File: config.mk
export PLATFORM = sky130hd
export DESIGN_NAME = sha256_stream_hasher_top
export DESIGN_NICKNAME = d
export VERILOG_FILES = /design/src/rtl/sha_pkg.sv /design/src/rtl/sha_sched.sv /design/src/rtl/sha_round.sv /design/src/rtl/sha256_stream_hasher_top.sv
export SDC_FILE = /design/constraint.sdc
export NUM_CORES = 2
export LEC_CHECK = 0
export BUFFER_PORTS_ARGS = -buffer_cell sky130_fd_sc_hd__buf_2
export CORE_MARGIN = 2
export CORE_UTILIZATION = 30
export DETAILED_ROUTE_END_ITERATION = 10
export GPL_ROUTABILITY_DRIVEN = 0
export HOLD_SLACK_MARGIN = 0.02
export SLEW_MARGIN = 0
export SYNTH_ARGS = -nofsm -noshare
export SYNTH_HDL_FRONTEND = slang
export SYNTH_SLANG_ARGS = --single-unit
File: constraint.sdc
create_clock -name clk -period 9.7 [get_ports clk]
set_input_delay 0 -clock clk [delete_from_list [all_inputs] [get_ports clk]]
set_output_delay 0 -clock clk [all_outputs]
set_load 0.01 [all_outputs]
File: src/rtl/sha_pkg.sv
// Shared types, constants and round functions for the SHA-256 stream hasher.
// No dependencies; used by every module under rtl.
package sha_pkg;

    localparam int        COUNT_W  = 61;
    localparam int        ROUNDS   = 64;
    localparam logic [7:0] PAD_BYTE = 8'h80;
    localparam logic [5:0] LEN_POS  = 6'd56;
    localparam logic [5:0] LAST_ROUND = 6'(ROUNDS - 1);
    localparam logic [5:0] LAST_BYTE  = 6'd63;
    localparam logic [2:0] LAST_WORD  = 3'd7;

    typedef logic [31:0]  word_t;
    typedef word_t [7:0]  hash_arr_t;
    typedef word_t [15:0] window_t;

    typedef enum logic [2:0] {
        ST_IDLE,
        ST_ROUND,
        ST_UPDATE,
        ST_PAD,
        ST_LEN,
        ST_EMIT
    } state_t;

    // what follows a compression
    typedef enum logic [1:0] {
        NX_IDLE,
        NX_PAD,
        NX_LEN,
        NX_EMIT
    } next_step_t;

    typedef struct packed {
        logic        wr;
        logic [5:0]  pos;
        logic [7:0]  data;
        logic        len_wr;
        logic [63:0] len;
        logic        shift;
        logic        clear;
    } sched_ctrl_t;

    typedef struct packed {
        logic load;
        logic step;
    } round_ctrl_t;

    function automatic word_t big_s0(input word_t x);
        return {x[1:0], x[31:2]} ^ {x[12:0], x[31:13]} ^ {x[21:0], x[31:22]};
    endfunction

    function automatic word_t big_s1(input word_t x);
        return {x[5:0], x[31:6]} ^ {x[10:0], x[31:11]} ^ {x[24:0], x[31:25]};
    endfunction

    function automatic word_t small_s0(input word_t x);
        return {x[6:0], x[31:7]} ^ {x[17:0], x[31:18]} ^ {3'b000, x[31:3]};
    endfunction

    function automatic word_t small_s1(input word_t x);
        return {x[16:0], x[31:17]} ^ {x[18:0], x[31:19]} ^ {10'd0, x[31:10]};
    endfunction

    function automatic word_t choose(input word_t e, input word_t f, input word_t g);
        return (e & f) ^ (~e & g);
    endfunction

    function automatic word_t majority(input word_t a, input word_t b, input word_t c);
        return (a & b) ^ (a & c) ^ (b & c);
    endfunction

    function automatic hash_arr_t init_hash();
        hash_arr_t h;
        h[0] = 32'h6a09e667;
        h[1] = 32'hbb67ae85;
        h[2] = 32'h3c6ef372;
        h[3] = 32'ha54ff53a;
        h[4] = 32'h510e527f;
        h[5] = 32'h9b05688c;
        h[6] = 32'h1f83d9ab;
        h[7] = 32'h5be0cd19;
        return h;
    endfunction

    function automatic word_t round_k(input logic [5:0] t);
        word_t k;
        case (t)
            6'd0:  k = 32'h428a2f98;
            6'd1:  k = 32'h71374491;
            6'd2:  k = 32'hb5c0fbcf;
            6'd3:  k = 32'he9b5dba5;
            6'd4:  k = 32'h3956c25b;
            6'd5:  k = 32'h59f111f1;
            6'd6:  k = 32'h923f82a4;
            6'd7:  k = 32'hab1c5ed5;
            6'd8:  k = 32'hd807aa98;
            6'd9:  k = 32'h12835b01;
            6'd10: k = 32'h243185be;
            6'd11: k = 32'h550c7dc3;
            6'd12: k = 32'h72be5d74;
            6'd13: k = 32'h80deb1fe;
            6'd14: k = 32'h9bdc06a7;
            6'd15: k = 32'hc19bf174;
            6'd16: k = 32'he49b69c1;
            6'd17: k = 32'hefbe4786;
            6'd18: k = 32'h0fc19dc6;
            6'd19: k = 32'h240ca1cc;
            6'd20: k = 32'h2de92c6f;
            6'd21: k = 32'h4a7484aa;
            6'd22: k = 32'h5cb0a9dc;
            6'd23: k = 32'h76f988da;
            6'd24: k = 32'h983e5152;
            6'd25: k = 32'ha831c66d;
            6'd26: k = 32'hb00327c8;
            6'd27: k = 32'hbf597fc7;
            6'd28: k = 32'hc6e00bf3;
            6'd29: k = 32'hd5a79147;
            6'd30: k = 32'h06ca6351;
            6'd31: k = 32'h14292967;
            6'd32: k = 32'h27b70a85;
            6'd33: k = 32'h2e1b2138;
            6'd34: k = 32'h4d2c6dfc;
            6'd35: k = 32'h53380d13;
            6'd36: k = 32'h650a7354;
            6'd37: k = 32'h766a0abb;
            6'd38: k = 32'h81c2c92e;
            6'd39: k = 32'h92722c85;
            6'd40: k = 32'ha2bfe8a1;
            6'd41: k = 32'ha81a664b;
            6'd42: k = 32'hc24b8b70;
            6'd43: k = 32'hc76c51a3;
            6'd44: k = 32'hd192e819;
            6'd45: k = 32'hd6990624;
            6'd46: k = 32'hf40e3585;
            6'd47: k = 32'h106aa070;
            6'd48: k = 32'h19a4c116;
            6'd49: k = 32'h1e376c08;
            6'd50: k = 32'h2748774c;
            6'd51: k = 32'h34b0bcb5;
            6'd52: k = 32'h391c0cb3;
            6'd53: k = 32'h4ed8aa4a;
            6'd54: k = 32'h5b9cca4f;
            6'd55: k = 32'h682e6ff3;
            6'd56: k = 32'h748f82ee;
            6'd57: k = 32'h78a5636f;
            6'd58: k = 32'h84c87814;
            6'd59: k = 32'h8cc70208;
            6'd60: k = 32'h90befffa;
            6'd61: k = 32'ha4506ceb;
            6'd62: k = 32'hbef9a3f7;
            6'd63: k = 32'hc67178f2;
            default: k = '0;
        endcase
        return k;
    endfunction

endpackage

File: src/rtl/sha_sched.sv
// Message block window and on-the-fly message schedule.
// Depends on sha_pkg (window type, control struct, sigma functions).
module sha_sched
    import sha_pkg::*;
(
    input  logic        clk,
    input  logic        rst_n,
    input  sched_ctrl_t ctrl,
    output word_t       w_head
);

    window_t    window_reg;
    window_t    window_next;
    word_t      w_new;
    logic [1:0] lane;

    // word sixteen rounds ahead of the head
    assign w_new = small_s1(window_reg[14]) + window_reg[9]
                 + small_s0(window_reg[1]) + window_reg[0];

    // big-endian: byte 0 of a word sits in the top lane
    assign lane = 2'd3 - ctrl.pos[1:0];

    always_comb
    begin
        window_next = window_reg;
        if (ctrl.clear)
        begin
            window_next = '0;
        end
        else if (ctrl.shift)
        begin
            // advance one round: drop the head, append the next schedule word
            for (int i = 0; i < 15; i++)
            begin
                window_next[i] = window_reg[i + 1];
            end
            window_next[15] = w_new;
        end
        else
        begin
            if (ctrl.wr)
            begin
                window_next[ctrl.pos[5:2]][{lane, 3'b000} +: 8] = ctrl.data;
            end
            if (ctrl.len_wr)
            begin
                window_next[14] = ctrl.len[63:32];
                window_next[15] = ctrl.len[31:0];
            end
        end
    end

    always_ff @(posedge clk or negedge rst_n)
    begin
        if (!rst_n)
        begin
            window_reg <= '0;
        end
        else
        begin
            window_reg <= window_next;
        end
    end

    assign w_head = window_reg[0];

endmodule

File: src/rtl/sha_round.sv
// Working variables and the shared SHA-256 round unit, one round per cycle while step is set.
// Depends on sha_pkg (hash array type, round functions).
module sha_round
    import sha_pkg::*;
(
    input  logic        clk,
    input  logic        rst_n,
    input  round_ctrl_t ctrl,
    input  hash_arr_t   hash,
    input  word_t       k,
    input  word_t       w,
    output hash_arr_t   vars
);

    hash_arr_t vars_reg;
    hash_arr_t vars_next;
    word_t     t1;
    word_t     t2;

    assign t1 = vars_reg[7] + big_s1(vars_reg[4])
              + choose(vars_reg[4], vars_reg[5], vars_reg[6]) + k + w;
    assign t2 = big_s0(vars_reg[0]) + majority(vars_reg[0], vars_reg[1], vars_reg[2]);

    always_comb
    begin
        vars_next = vars_reg;
        if (ctrl.load)
        begin
            vars_next = hash;
        end
        else if (ctrl.step)
        begin
            vars_next[7] = vars_reg[6];
            vars_next[6] = vars_reg[5];
            vars_next[5] = vars_reg[4];
            vars_next[4] = vars_reg[3] + t1;
            vars_next[3] = vars_reg[2];
            vars_next[2] = vars_reg[1];
            vars_next[1] = vars_reg[0];
            vars_next[0] = t1 + t2;
        end
    end

    always_ff @(posedge clk or negedge rst_n)
    begin
        if (!rst_n)
        begin
            vars_reg <= '0;
        end
        else
        begin
            vars_reg <= vars_next;
        end
    end

    assign vars = vars_reg;

endmodule

File: src/rtl/sha256_stream_hasher_top.sv
// Top level of the SHA-256 stream hasher: sequencer, hash words, byte count.
// Depends on sha_pkg, sha_sched and sha_round.
//
//  channel  | valid         | stall         | payload
//  ---------+---------------+---------------+------------------------------------
//  message  | msg_valid     | msg_stall     | msg_byte, byte_valid, end_of_message
//  digest   | digest_valid  | digest_stall  | digest_word, word_index, last_word
//
// Completing a 64-byte block starts a compression: 64 rounds of the shared round
// unit plus the hash update. Closing a message costs one or two further
// compressions, each after a state that writes the padding or the length, then
// eight digest words, one per cycle unless stalled.
// msg_stall is high whenever the sequencer is not idle. Reset is asynchronous
// and needs no clearing pass.
module sha256_stream_hasher_top
    import sha_pkg::*;
(
    input  logic        clk,
    input  logic        rst_n,
    input  logic        msg_valid,
    output logic        msg_stall,
    input  logic [7:0]  msg_byte,
    input  logic        byte_valid,
    input  logic        end_of_message,
    output logic        digest_valid,
    input  logic        digest_stall,
    output logic [31:0] digest_word,
    output logic [2:0]  word_index,
    output logic        last_word
);

    state_t             state_reg;
    state_t             state_next;
    next_step_t         after_reg;
    next_step_t         after_next;
    logic [COUNT_W-1:0] count_reg;
    logic [COUNT_W-1:0] count_next;
    logic [5:0]         round_reg;
    logic [5:0]         round_next;
    logic [2:0]         idx_reg;
    logic [2:0]         idx_next;
    hash_arr_t          hash_reg;
    hash_arr_t          hash_next;
    hash_arr_t          vars;
    logic               hash_add;
    logic               hash_init;
    sched_ctrl_t        sc;
    round_ctrl_t        rc;
    word_t              w_head;

    sha_sched u_sched (
        .clk    (clk),
        .rst_n  (rst_n),
        .ctrl   (sc),
        .w_head (w_head)
    );

    sha_round u_round (
        .clk   (clk),
        .rst_n (rst_n),
        .ctrl  (rc),
        .hash  (hash_reg),
        .k     (round_k(round_reg)),
        .w     (w_head),
        .vars  (vars)
    );

    always_comb
    begin
        state_next = state_reg;
        after_next = after_reg;
        count_next = count_reg;
        round_next = round_reg;
        idx_next   = idx_reg;
        hash_add   = 1'b0;
        hash_init  = 1'b0;
        sc         = '0;
        rc         = '0;
        unique case (state_reg)
            ST_IDLE:
            begin
                if (msg_valid)
                begin
                    if (byte_valid)
                    begin
                        sc.wr      = 1'b1;
                        sc.pos     = count_reg[5:0];
                        sc.data    = msg_byte;
                        count_next = count_reg + 1'b1;
                    end
                    if (byte_valid && (count_reg[5:0] == LAST_BYTE))
                    begin
                        // block full: compress, then close the message if asked
                        rc.load    = 1'b1;
                        round_next = '0;
                        state_next = ST_ROUND;
                        after_next = end_of_message ? NX_PAD : NX_IDLE;
                    end
                    else if (end_of_message)
                    begin
                        state_next = ST_PAD;
                    end
                end
            end
            ST_ROUND:
            begin
                rc.step    = 1'b1;
                sc.shift   = 1'b1;
                round_next = round_reg + 1'b1;
                if (round_reg == LAST_ROUND)
                begin
                    state_next = ST_UPDATE;
                end
            end
            ST_UPDATE:
            begin
                hash_add = 1'b1;
                sc.clear = 1'b1;
                idx_next = '0;
                unique case (after_reg)
                    NX_IDLE: state_next = ST_IDLE;
                    NX_PAD:  state_next = ST_PAD;
                    NX_LEN:  state_next = ST_LEN;
                    NX_EMIT: state_next = ST_EMIT;
                    default: state_next = ST_IDLE;
                endcase
            end
            ST_PAD:
            begin
                sc.wr      = 1'b1;
                sc.pos     = count_reg[5:0];
                sc.data    = PAD_BYTE;
                rc.load    = 1'b1;
                round_next = '0;
                state_next = ST_ROUND;
                if (count_reg[5:0] >= LEN_POS)
                begin
                    // no room for the length: it goes in an extra block
                    after_next = NX_LEN;
                end
                else
                begin
                    sc.len_wr  = 1'b1;
                    sc.len     = {count_reg, 3'b000};
                    after_next = NX_EMIT;
                end
            end
            ST_LEN:
            begin
                sc.len_wr  = 1'b1;
                sc.len     = {count_reg, 3'b000};
                rc.load    = 1'b1;
                round_next = '0;
                state_next = ST_ROUND;
                after_next = NX_EMIT;
            end
            ST_EMIT:
            begin
                if (!digest_stall)
                begin
                    idx_next = idx_reg + 1'b1;
                    if (idx_reg == LAST_WORD)
                    begin
                        hash_init  = 1'b1;
                        count_next = '0;
                        state_next = ST_IDLE;
                    end
                end
            end
            default:
            begin
                state_next = ST_IDLE;
            end
        endcase
    end

    always_comb
    begin
        hash_next = hash_reg;
        if (hash_init)
        begin
            hash_next = init_hash();
        end
        else if (hash_add)
        begin
            for (int i = 0; i < 8; i++)
            begin
                hash_next[i] = hash_reg[i] + vars[i];
            end
        end
    end

    always_ff @(posedge clk or negedge rst_n)
    begin
        if (!rst_n)
        begin
            state_reg <= ST_IDLE;
            after_reg <= NX_IDLE;
            count_reg <= '0;
            round_reg <= '0;
            idx_reg   <= '0;
            hash_reg  <= init_hash();
        end
        else
        begin
            state_reg <= state_next;
            after_reg <= after_next;
            count_reg <= count_next;
            round_reg <= round_next;
            idx_reg   <= idx_next;
            hash_reg  <= hash_next;
        end
    end

    assign msg_stall    = (state_reg != ST_IDLE);
    assign digest_valid = (state_reg == ST_EMIT);
    assign digest_word  = hash_reg[idx_reg];
    assign word_index   = idx_reg;
    assign last_word    = (idx_reg == LAST_WORD);

endmodule

* After elaboration in Yosys (flattened, before gate mapping)
Memories as Yosys holds them, arrays and structs flattened. Cells that the tools add are included.
Word-level totals: bits in registers 1099, latch bits 0, RAM bits 0, bits in read-only memories 2048, output and inout bits 38, logic and storage cells 170, memories 1
Memories:
- (name not given) | words 64, bits a word 32, rd ports 1, clocked after Yosys merged registers in 0, write ports 0, line sha_pkg.sv:88 | case (t)
Cells by class: add/subtract/negate cells 23, multiply operators 0, div/mod/pow operators 0, order comparisons 4, eq/ne operators 18, shift-type cells 2, muxes and demuxes 49, bitwise operators 17, reduce and logical (&&, ||, !) cells 19
Operators by type and width (count):
- $mux 512 | 3
- $mux 256 | 4
- $add 32x32->32 | 18
- $bwmux 512 | 1
- $xor 32x32->32 | 9
- $mux 61 | 4
- $and 32x32->32 | 5
- $pmux 65 s2 | 1
- $demux 32 s4 | 1
- $pmux 61 s2 | 1
- $bmux 32 s3 | 1
- $mux 65 | 1
- $mux 32 | 2
- $mux 64 | 1
- $add 61x1->61 const B | 1
- $not 32->32 | 1
- $shift 8x7->32 const A | 1
- $shiftx 8x7->32 | 1
- $xor 32x22->32 | 1
- $xor 32x29->32 | 1
- $mux 15 | 2
- $pmux 15 s2 | 1
- $mux 3 | 7
- $pmux 6 s3 | 1
- 35 further kinds | 63

* Logic depth before layout (Yosys ltp)
word-level depth 13, gate-level depth with buffers 38, depth with buffers taken out 37

* Cells and area by module
From an unflattened synthesis, not the netlist that was laid out.
Second synthesis, totals: cells, all modules 9249, area total of the unflattened synthesis 81446.9 um^2
By module, submodules not included:
- sha_sched | times used 1, cells an instance 3350, area an instance 30255.3 um^2, sequential area each 12812.3 um^2
- sha256_stream_hasher_top | times used 1, cells an instance 3555, area an instance 29887.4 um^2, sequential area each 8453.1 um^2
- sha_round | times used 1, cells an instance 2344, area an instance 21304.2 um^2, sequential area each 6406.1 um^2

* Worst setup path before layout
Ideal clock, no wire load.
kind flip-flop to flip-flop, from register round_reg[2], to register u_round.vars_reg (netlist bit u_round.vars[31]), setup time 137 ps, data arrival time 7666 ps, data required time 9563 ps, setup slack 1898 ps, cell stages (with the launch flop) 35, buffers on the path 2, path through dfrtp_1 inv_1 clkbuf_1 buf_1 ha_1 nor2_1 o311ai_0 o21ai_0 fa_1 inv_1 ha_1 fa_1 a211oi_1 o21bai_1 or2_2 a31oi_1 nor2b_1 o21ai_0 nand2b_1 xor2_1 inv_1 fa_1 inv_1 ha_1 and2_1 a221oi_2 o21ai_1 o2111ai_1 a21oi_1 a211o_1 a221o_2 a221o_1 a21o_1 xnor2_1 a21oi_1
On the way: word-level cells in the longest chain between the ends 6
Ends and longest elaborated chain:
- from (decl) | line sha256_stream_hasher_top.sv:38 | logic [5:0] round_reg;
- from (signal assigned) | line sha256_stream_hasher_top.sv:209 | round_reg <= round_next;
- $mem_v2 64x32
- $add 32x32->32 (2 in series) | line sha_round.sv:21 | + choose(vars_reg[4], vars_reg[5], vars_reg[6]) + k + w;
- $add 32x32->32 | line sha_round.sv:40 | vars_next[0] = t1 + t2;
- $mux 256 | line sha_round.sv:31 | else if (ctrl.step)
- $mux 256 | line sha_round.sv:27 | if (ctrl.load)
- to (signal assigned) | line sha_round.sv:52 | vars_reg <= vars_next;
- to (decl) | line sha_round.sv:15 | hash_arr_t vars_reg;
Every way passes these cells. The select of a mux whose other input is x is not followed. A chain may end at the register's enable or synchronous reset.

* Worst setup path in the final report
from register round_reg[0], to register u_round.vars_reg (netlist bit u_round.vars[31])
The elaborated chain is that of the path after synthesis.

==> results_dict.tcl <==
set metrics [dict create \
    path_depth 33 \
    drtIter0Drc 8210 \
    die_area_mm2 0.2602 \
    hpwl_um 193900 \
    synth_compound_area_share_pct 21.71 \
    core_mm2 0.2544 \
    min_period_ns 8.782 \
    crit_path_start_kind "flip-flop" \
    rr_worst_depth 33 \
    worst_slew_pin_slew_ns 1.408 \
    synthXorXnorAreaFrac_pct 7.016 \
    ys_top_cells_by_area "dfrtp_1 (31%), ha_1 (6.5%), nand2_1 (6.1%)" \
    finalCritPeriodShare_pct 90.53 \
    finalSetupViolCount 0 \
    grt_pass1_wl_um 415400 \
    syn_area_mm2 0.07685 \
    syn_nets 9307 \
    holdPathEnd "u_sched.window_reg[95]" \
    io_buffers 51 \
    r2r-start "round_reg[0]" \
    place_ws_ns 1.124 \
    grt_start_max_net_pins 222 \
    syn_area_per_cell_um2 8.836 \
    drc 0 \
    finalSetupTns_ns 0 \
    crit_required_ns 10.32 \
    status "complete, no violations" \
    r2r-end "u_round.vars[31]" \
    clk_latency_ns 0.82 \
    die_y_um 510.1 \
    path_buf_inv 4 \
    cts_buffer_depth 3 \
    drive_gt1_share_pct 7.817 \
    cap_violations 0 \
    post_cts_buffers 0 \
    slowest_delay_ns 0.66 \
    grt_pass1_vias 65022 \
    wl_um 274600 \
    cts_made_buffers 130 \
    hold_path_depth 6 \
    cp_max_fo 14 \
    rsz0062_at_grt "false" \
    synth_fa_ha_area_share_pct 11.67 \
    hold_violations 0 \
    fillers 25833 \
    finalWorstSetupSlack_ns 0.9183 \
    cp_common_cell "inv_1" \
    finClkSkew_ns 0.05603 \
    synthFlopType "dfrtp_1" \
    worstSetupPathType "reg -> reg" \
    num_vias 67820 \
    die_width_um 510.1 \
    fmax_mhz 113.9 \
    synthArstFlopShare_pct 100.0 \
    finalNonFillerCells 11855 \
    cts_root_buf "clkbuf_16" \
    yosys.area_share.simple_pct 15.49 \
    viasPerCell 5.721 \
    multi_input_area_mm2 0.04555 \
    drtAntennaViolNets 0 \
    syn_to_final_growth_pct 10.19 \
    io_pins 52 \
    hp-start "msg_byte[7]" \
    grt-ovfl-total 0 \
    worstPathArrival_ns 9.40 \
    yosysTopAreaCellShare_pct 31.36 \
    hold_class "in -> reg" \
    yosysWarnings 0 \
    synth_edf_count 0 \
    largest_register_ffs 480 \
    yosysTopAreaCell "dfrtp_1" \
    cp_slowest_cell "ha_1" \
    synth_cell_type_count 109 \
    nets 8984 \
    syn_inst 8697 \
    start_util_pct 30.21 \
    synthMuxAreaShare_pct 3.232 \
    firstDrtPassIters 6 \
    path_delay_family "compound AO/OA/AOI/OAI gates" \
    r2r_slack_ns 0.92 \
    wl_per_cell_um 23.16 \
    clk_pin_slew_ns 0.06 \
    final_max_slew_viol_count 0 \
    synth-seq-cells 1099 \
    ys_seq_area_share_pct 36.01 \
    register_area_mm2 0.02769 \
    rows 185 \
    max_slew_margin_pct 5.781 \
    place_inst 11592 \
    cp-end-kind "flip-flop" \
    synth_top_family_by_area "compound AO/OA/AOI/OAI gates" \
    htree_levels 4 \
    grtUsageTotal_pct 20.63 \
    grt_antenna_before_repair 12 \
    cts_tree "yes" \
    numClockSinks 1099 \
]
cell type report:
class	instances	area share (%)
well taps	3366	4.974
clock buffers	192	4.412
multi-input cells	6606	53.79
inverters	388	1.720
clock inverters	48	0.9826
flip-flops and latches	1099	32.70
repair buffers	149	1.398
diodes	7	0.02069
worst min-delay path: stages:
cell	delay, ns
buf_2	0.15
nand2_1	0.07
nand2_1	0.11
nand3_1	0.12
buf_4	0.27
o211ai_1	0.12
cells in the mapped netlist (14+ instances only):
cell,n
a221o_1,70
a211oi_1,56
a31o_2,15
ha_1,401
nor3_1,103
inv_1,387
and3_1,62
xor2_1,269
o211ai_1,350
or3_1,35
o31ai_1,41
mux4_2,70
a21oi_1,632
a32oi_1,21
a22oi_1,211
a31oi_1,74
and2_1,30
nor2_1,431
a221oi_1,14
dfstp_2,136
nand3_1,541
a21o_1,269
nand2b_1,72
o21ai_1,18
mux2_2,37
nor2b_1,52
buf_1,67
a311oi_1,15
nand4_1,27
o21bai_1,41
o21a_1,50
nand2_1,1249
clkbuf_1,529
o21ai_0,530
fa_1,195
dfrtp_1,963
xnor2_1,344
mux2i_1,49
metrics by stage:
stage	hold WS, ns	cell area (µm²)	util, %
after floorplan	-0.2956	76850	-
after global placement	0.06390	79920	31.41
after detailed placement	0.06576	79920	31.41
after CTS	0.03401	84660	33.28
after global routing	0.1708	84670	33.28
final	0.1118	84680	33.29
how the worst max path moves through the flow:
stage,start,end,slack (ns)
finish,round_reg[0],u_round.vars[31],0.92
global route,round_reg[0],u_round.vars[31],0.42
CTS,round_reg[0],u_round.vars[31],1.05
detailed placement,round_reg[0],u_round.vars[31],1.12
global placement,round_reg[0],u_round.vars[31],1.09
floorplan,round_reg[2],u_round.vars[31],1.90
cells by family after synthesis:
| group | Yosys count |
|---|---|
| simple gates | 2680 |
| compound gates | 2555 |
| flops | 1099 |
| buf+inv | 992 |
| xor+xnor | 614 |
| fa+ha+maj | 601 |
| mux | 156 |
placed cells by master (no fill, tap or decap), types with 56 or more instances in the layout:
master | Yosys | final
o211ai_1 | 350 | 350
dfrtp_1 | 963 | 957
nand2_1 | 1249 | 1247
nand2b_1 | 72 | 69
nor2_1 | 431 | 427
clkbuf_16 | 0 | 130
inv_1 | 387 | 387
a31oi_1 | 74 | 74
and3_1 | 62 | 61
fa_1 | 195 | 195
mux4_2 | 70 | 70
dfstp_2 | 136 | 136
nand3_1 | 541 | 541
xnor2_1 | 344 | 344
a221o_1 | 70 | 70
a21oi_1 | 632 | 632
ha_1 | 401 | 401
a211oi_1 | 56 | 56
xor2_1 | 269 | 269
o21ai_0 | 530 | 530
buf_4 | 0 | 72
a22oi_1 | 211 | 211
a21o_1 | 269 | 269
nor3_1 | 103 | 101
layer usage:
metal | track usage [%] | part of all wire, % | vias to the layer above
met1 | 28.06 | 42 | 33612
met4 | 9.730 | 5.4 | 4
met3 | 4.266 | 9.4 | 662
met5 | 0 | 0.0087 | -
met2 | 31.22 | 44 | 3298
li1 | - | - | 30244
what timing repair did:
item,in CTS,in global routing
gates resized for setup,0,0
hold buffers,16,0
endpoints found under the hold margin,457,0
Power is left out: the tool's default activity adds up to more than one toggle a clock period on the data nets, which glitch-free logic cannot reach.
